`src/hdl/aavr_pkg.sv`:
```
// ----------------------------------------------------------------------------
// aavr_pkg - shared types and constants of the axis-angle rotation unit
// Word layouts between front end, queue and back end, Q5.30 and Q4.30 constants and
// the arctangent table of the sine/cosine stages.
// ----------------------------------------------------------------------------
package aavr_pkg;

	localparam int W            = 32;
	localparam int ANG_W        = 19;
	localparam int T_W          = 35;
	localparam int CS_W         = 34;
	localparam int R_W          = 40;
	localparam int SQ_STEPS     = 32;
	localparam int DIV_STEPS    = 31;
	localparam int CORDIC_STEPS = 30;

	localparam logic signed [T_W-1:0]  PI_Q30      = 35'sd3373259426;
	localparam logic signed [T_W-1:0]  HALF_PI_Q30 = 35'sd1686629713;
	localparam logic signed [CS_W-1:0] GAIN_Q30    = 34'sd652032874;
	localparam logic signed [CS_W-1:0] ONE_Q30     = 34'sd1073741824;
	localparam logic [W-1:0]           Q_MAX       = 32'h7FFF_FFFF;
	localparam logic [W-1:0]           Q_MIN       = 32'h8000_0000;

	typedef struct packed {
		logic [2:0][W-1:0]       vec;
		logic [2:0][W-1:0]       mag;
		logic [2:0]              neg;
		logic                    zero;
		logic signed [ANG_W-1:0] angle;
	} item_t;

	typedef struct packed {
		logic [2:0][W-1:0] vout;
		logic              axis_zero;
		logic              saturated;
	} res_t;

	function automatic logic [29:0] atan_q30(input logic [4:0] i);
		logic [29:0] r;
		unique case (i)
			5'd0:  r = 30'd843314856;
			5'd1:  r = 30'd497837829;
			5'd2:  r = 30'd263043836;
			5'd3:  r = 30'd133525158;
			5'd4:  r = 30'd67021686;
			5'd5:  r = 30'd33543515;
			5'd6:  r = 30'd16775850;
			5'd7:  r = 30'd8388437;
			5'd8:  r = 30'd4194282;
			5'd9:  r = 30'd2097149;
			5'd10: r = 30'd1048575;
			5'd11: r = 30'd524287;
			5'd12: r = 30'd262143;
			5'd13: r = 30'd131071;
			5'd14: r = 30'd65535;
			5'd15: r = 30'd32767;
			5'd16: r = 30'd16383;
			5'd17: r = 30'd8191;
			5'd18: r = 30'd4095;
			5'd19: r = 30'd2047;
			5'd20: r = 30'd1023;
			5'd21: r = 30'd511;
			5'd22: r = 30'd255;
			5'd23: r = 30'd127;
			5'd24: r = 30'd63;
			5'd25: r = 30'd31;
			5'd26: r = 30'd15;
			5'd27: r = 30'd8;
			5'd28: r = 30'd4;
			5'd29: r = 30'd2;
			default: r = 30'd0;
		endcase
		return r;
	endfunction

endpackage

```
`src/hdl/aavr_queue.sv`:
```
// ----------------------------------------------------------------------------
// aavr_queue - short word queue between front end and back end
// Register-based first-in first-out store of prepared words.
// ----------------------------------------------------------------------------
module aavr_queue #(
	parameter int DEPTH = 4
) (
	input  logic            clk,
	input  logic            arst_n,
	input  logic            wr_en,
	input  aavr_pkg::item_t wr_data,
	output logic            full,
	input  logic            rd_en,
	output aavr_pkg::item_t rd_data,
	output logic            empty
);

	localparam int AW = (DEPTH > 1) ? $clog2(DEPTH) : 1;
	localparam int CW = $clog2(DEPTH + 1);

	aavr_pkg::item_t mem_q [DEPTH];
	logic [AW-1:0]   wr_ptr_q, rd_ptr_q;
	logic [CW-1:0]   cnt_q;
	logic            do_wr, do_rd;

	assign full    = (cnt_q == CW'(DEPTH));
	assign empty   = (cnt_q == '0);
	assign do_wr   = wr_en && !full;
	assign do_rd   = rd_en && !empty;
	assign rd_data = mem_q[rd_ptr_q];

	always_ff @(posedge clk or negedge arst_n) begin
		if (!arst_n) begin
			wr_ptr_q <= '0;
			rd_ptr_q <= '0;
			cnt_q    <= '0;
		end else begin
			if (do_wr) begin
				wr_ptr_q <= (wr_ptr_q == AW'(DEPTH - 1)) ? '0 : wr_ptr_q + 1'b1;
			end
			if (do_rd) begin
				rd_ptr_q <= (rd_ptr_q == AW'(DEPTH - 1)) ? '0 : rd_ptr_q + 1'b1;
			end
			if (do_wr && !do_rd) begin
				cnt_q <= cnt_q + 1'b1;
			end else if (do_rd && !do_wr) begin
				cnt_q <= cnt_q - 1'b1;
			end
		end
	end

	always_ff @(posedge clk) begin
		if (do_wr) begin
			mem_q[wr_ptr_q] <= wr_data;
		end
	end

endmodule

```
`config.mk`:
```
export PLATFORM = sky130hd
export DESIGN_NAME = aavr_queue
export DESIGN_NICKNAME = d
export VERILOG_FILES = /design/src/hdl/aavr_pkg.sv /design/src/hdl/aavr_queue.sv
export SDC_FILE = /design/constraint.sdc
export NUM_CORES = 1
export LEC_CHECK = 0
export BUFFER_PORTS_ARGS = -buffer_cell sky130_fd_sc_hd__buf_2
export CAP_MARGIN = 15
export CORE_MARGIN = 2
export CORE_UTILIZATION = 34
export DETAILED_ROUTE_END_ITERATION = 7
export SKIP_CTS_REPAIR_TIMING = 1
export SYNTH_ARGS = -nofsm -noshare
export SYNTH_HDL_FRONTEND = slang
export SYNTH_SLANG_ARGS = --single-unit
```
`constraint.sdc`:
```
create_clock -name clk -period 14.2 [get_ports clk]
set_clock_uncertainty 0.05 [all_clocks]
set_input_delay 2.13 -clock clk [delete_from_list [all_inputs] [get_ports clk]]
set_output_delay 2.13 -clock clk [all_outputs]
set_load 0.02 [all_outputs]
```
==> results.md <==
- RSZ-0062 raised after global routing: no
- Least-Margin Pin Slew: 1.11 ns
- Nets: 1881
- Syn_area_per_cell: 27.1 µm²
- Clock root cell: clkbuf_16
- Setup TNS: 0 ns
- DR WL/cell: 21.7 µm
- Top-count cell post-synth: edfxtp_1
- Slew Limit Fails: 0
- Crit-path cells: buf_4, buf_4, mux4_2, buf_2
- Io pins: 436
- Initial antenna violation count: 15
- Hold WS: 0.467 ns
- Share of cells above drive strength 1: 46.2%
- Row count: 111
- Commonest cells post-synth: edfxtp_1 (860), mux4_2 (215), buf_2 (25)
- Max frequency: 0.158 GHz
- Leakage: 0.0126 µW
- Vias in the first global route: 15100
- GPL Wtd Cong: 0.725
- Yosys top cell by area: edfxtp_1
- Worst VDD drop: 0.132 mV
- Pre-antenna DRT Iters: 5
- Post-DP HPWL: 37700 µm
- Pwr dens: 220 nW/µm²
- Avg Vias per Cell: 4.84
- CP required: 12.02 ns
- Placeable Area: 91700 µm²
- Worst hold path stage count: 1
- Highest metal used: met5
- Outcome: finished, final reports clean
- Final setup violation count: 0
- Post-Synthesis Cell Area: 31400 µm²
- Worst Path Arrival: 4.13 ns
- Initial Util: 34.3%
- Top cells by area, synth: edfxtp_1 (82%), mux4_2 (15%), buf_6 (0.57%), dfrtp_1 (0.56%), buf_2 (0.40%)
- Rel. slew slack: 25.9%
- Min cycle time layout: 6.31 ns
- Max-cap violation count: 0
- Cell count after synthesis: 1160
- Metal3 WL: 5000 µm
- Vias after detailed routing: 14100
- Area Overhead vs Synth: 20.1%
- Placed cells: 2750
- Peak fanout along the critical path: 47
- Clock Tree Buf Depth: 3
- Worst-path cell with the longest stage delay: dfrtp_4
- #FFs+latches synth: 867
- Drt first-iter violations: 1049
- CP Capture Type: primary output
- Area of the multi-input gates: 5100 µm²
- Die area: 94900 µm²
- Synthesized Nets: 1386
- Tcrit/Tclk final: 44.5%
- Layout Utilization: 41.2%
- Yosys top cell area share: 82.2%
- Reg area: 26000 µm²
- WL met2: 31100 µm
- R2R setup slack: 10.32 ns
- Total Routing Usage GR: 13.2%
- Register area share after synthesis: 82.7%
- Kind of critical path: reg -> out
- Worst-path clk slew: 0.06 ns
- Async SR Flop Fraction: 0.807%
- Critical Path Start Type: flip-flop
- Endpoints failing hold: 0
- CTS sink count: 867
- Fill cells: 8007
- Crit path top cell by count: buf_4
- H-tree depth: 3
- Remaining DRCs: 0
- First-pass GRT wire length: 93700 µm
- Die width: 308 µm
- Num CTS Buffers: 89
- Pin count of the biggest net entering global routing: 128
- Final Non-Filler Cells: 2910
- Max stage delay on crit path: 1.06 ns
- Most used DFF post-synth: edfxtp_1
- Gr ovfl total: 0
- Ys Warns: 0
- R2R cell count: 5
- Drt total wl: 63200 µm
- CTS tree: done
- Clock Latency Late Sink: 0.65 ns
- Met1 WL: 25500 µm
- Chip Height: 308 µm
- # port buffers: 435
- Final ANT Viol Nets: 0
- Hold WC Path Type: reg -> reg
- Post-synth EDFFs: 860
- Cell variety after synth: 22
## metrics by stage
stage / total power [µW] / area (µm²) / worst slack, ns
2_1_floorplan: 5410 / 31400 / 2.17
3_3_place_gp: 6120 / 34900 / 8.42
3_5_place_dp: 6160 / 34900 / 8.36
4_1_cts: 8460 / 37800 / 7.62
5_1_grt: 8680 / 37800 / 7.42
6_report: 8290 / 37800 / 7.89
## layout by cell type (no fill, tap or decap), types with 2 or more instances in the layout
master	n
buf_2	435
clkinv_8	2
clkbuf_1	24
clkinv_2	7
inv_6	6
and2_4	3
inv_1	3
mux2_2	4
nor2_1	2
dfrtp_4	2
clkbuf_16	89
bufinv_16	10
clkinv_1	16
ha_1	6
buf_4	15
dfrtp_1	5
edfxtp_1	860
nor3_1	2
diode_2	3
mux4_2	215
buf_12	2
clkinvlp_4	2
xor2_1	2
## final cells by class
class                      instances  share of cell area [%]
clock inverter                    44                    1.34
timing repair buffer             452                    6.17
inverter                           3                  0.0298
antenna                            3                  0.0199
sequential                       867                    68.9
clock buffer                     113                    6.14
tap                             1186                    3.93
multi-input combinational        242                    13.5
## final timing paths
| kind | start | to |
|---|---|---|
| worst max-delay path | rd_ptr_q[0] | rd_data[128] |
| worst min-delay path | cnt_q[2] | cnt_q[2] |
| worst max register to register | cnt_q[2] | mem_q[2][127] |
| worst min register to register | cnt_q[2] | cnt_q[2] |
| max in group asynchronous | arst_n | rd_ptr_q[0] |
| min in group asynchronous | arst_n | wr_ptr_q[1] |
## flip-flops by register name, indices dropped and copies added (netlist names)
name / cells
wr_ptr_q: 2
cnt_q: 3
rd_ptr_q: 2
mem_q: 860
## power by group
group | total [µW] | switching (µW) | internal (µW)
combinational | 2480 | 1510 | 968
sequential | 3550 | 167 | 3380
clock | 2260 | 930 | 1340
total | 8290 | 2610 | 5680
## worst max-delay path: cells and delay by family (launching register included)
kind,cells,cell delay (ns)
buffers and inverters,3,1.67
DFF,1,1.06
muxes,1,0.62
## routing by layer
layer / track usage (%) / up-vias
li1: - / 6073
met1: 16.4 / 7432
met2: 21.5 / 422
met3: 4.68 / 123
met4: 4.06 / 26
met5: 0 / -
## kinds of logic (layout without fill, tap and decap cells)
logic type	Yosys count	count (layout)	synth area share [%]
flip-flops	867	867	82.7
multiplexers	219	219	15.5
buffers and inverters	51	612	1.10
AND/OR/NAND/NOR	11	11	0.199
adder cells (fa/ha/maj)	7	7	0.303
XOR/XNOR	3	3	0.0836
AO/OA/AOI/OAI	2	2	0.0478
other	0	3	0
(Power assumes the default switching activity.)
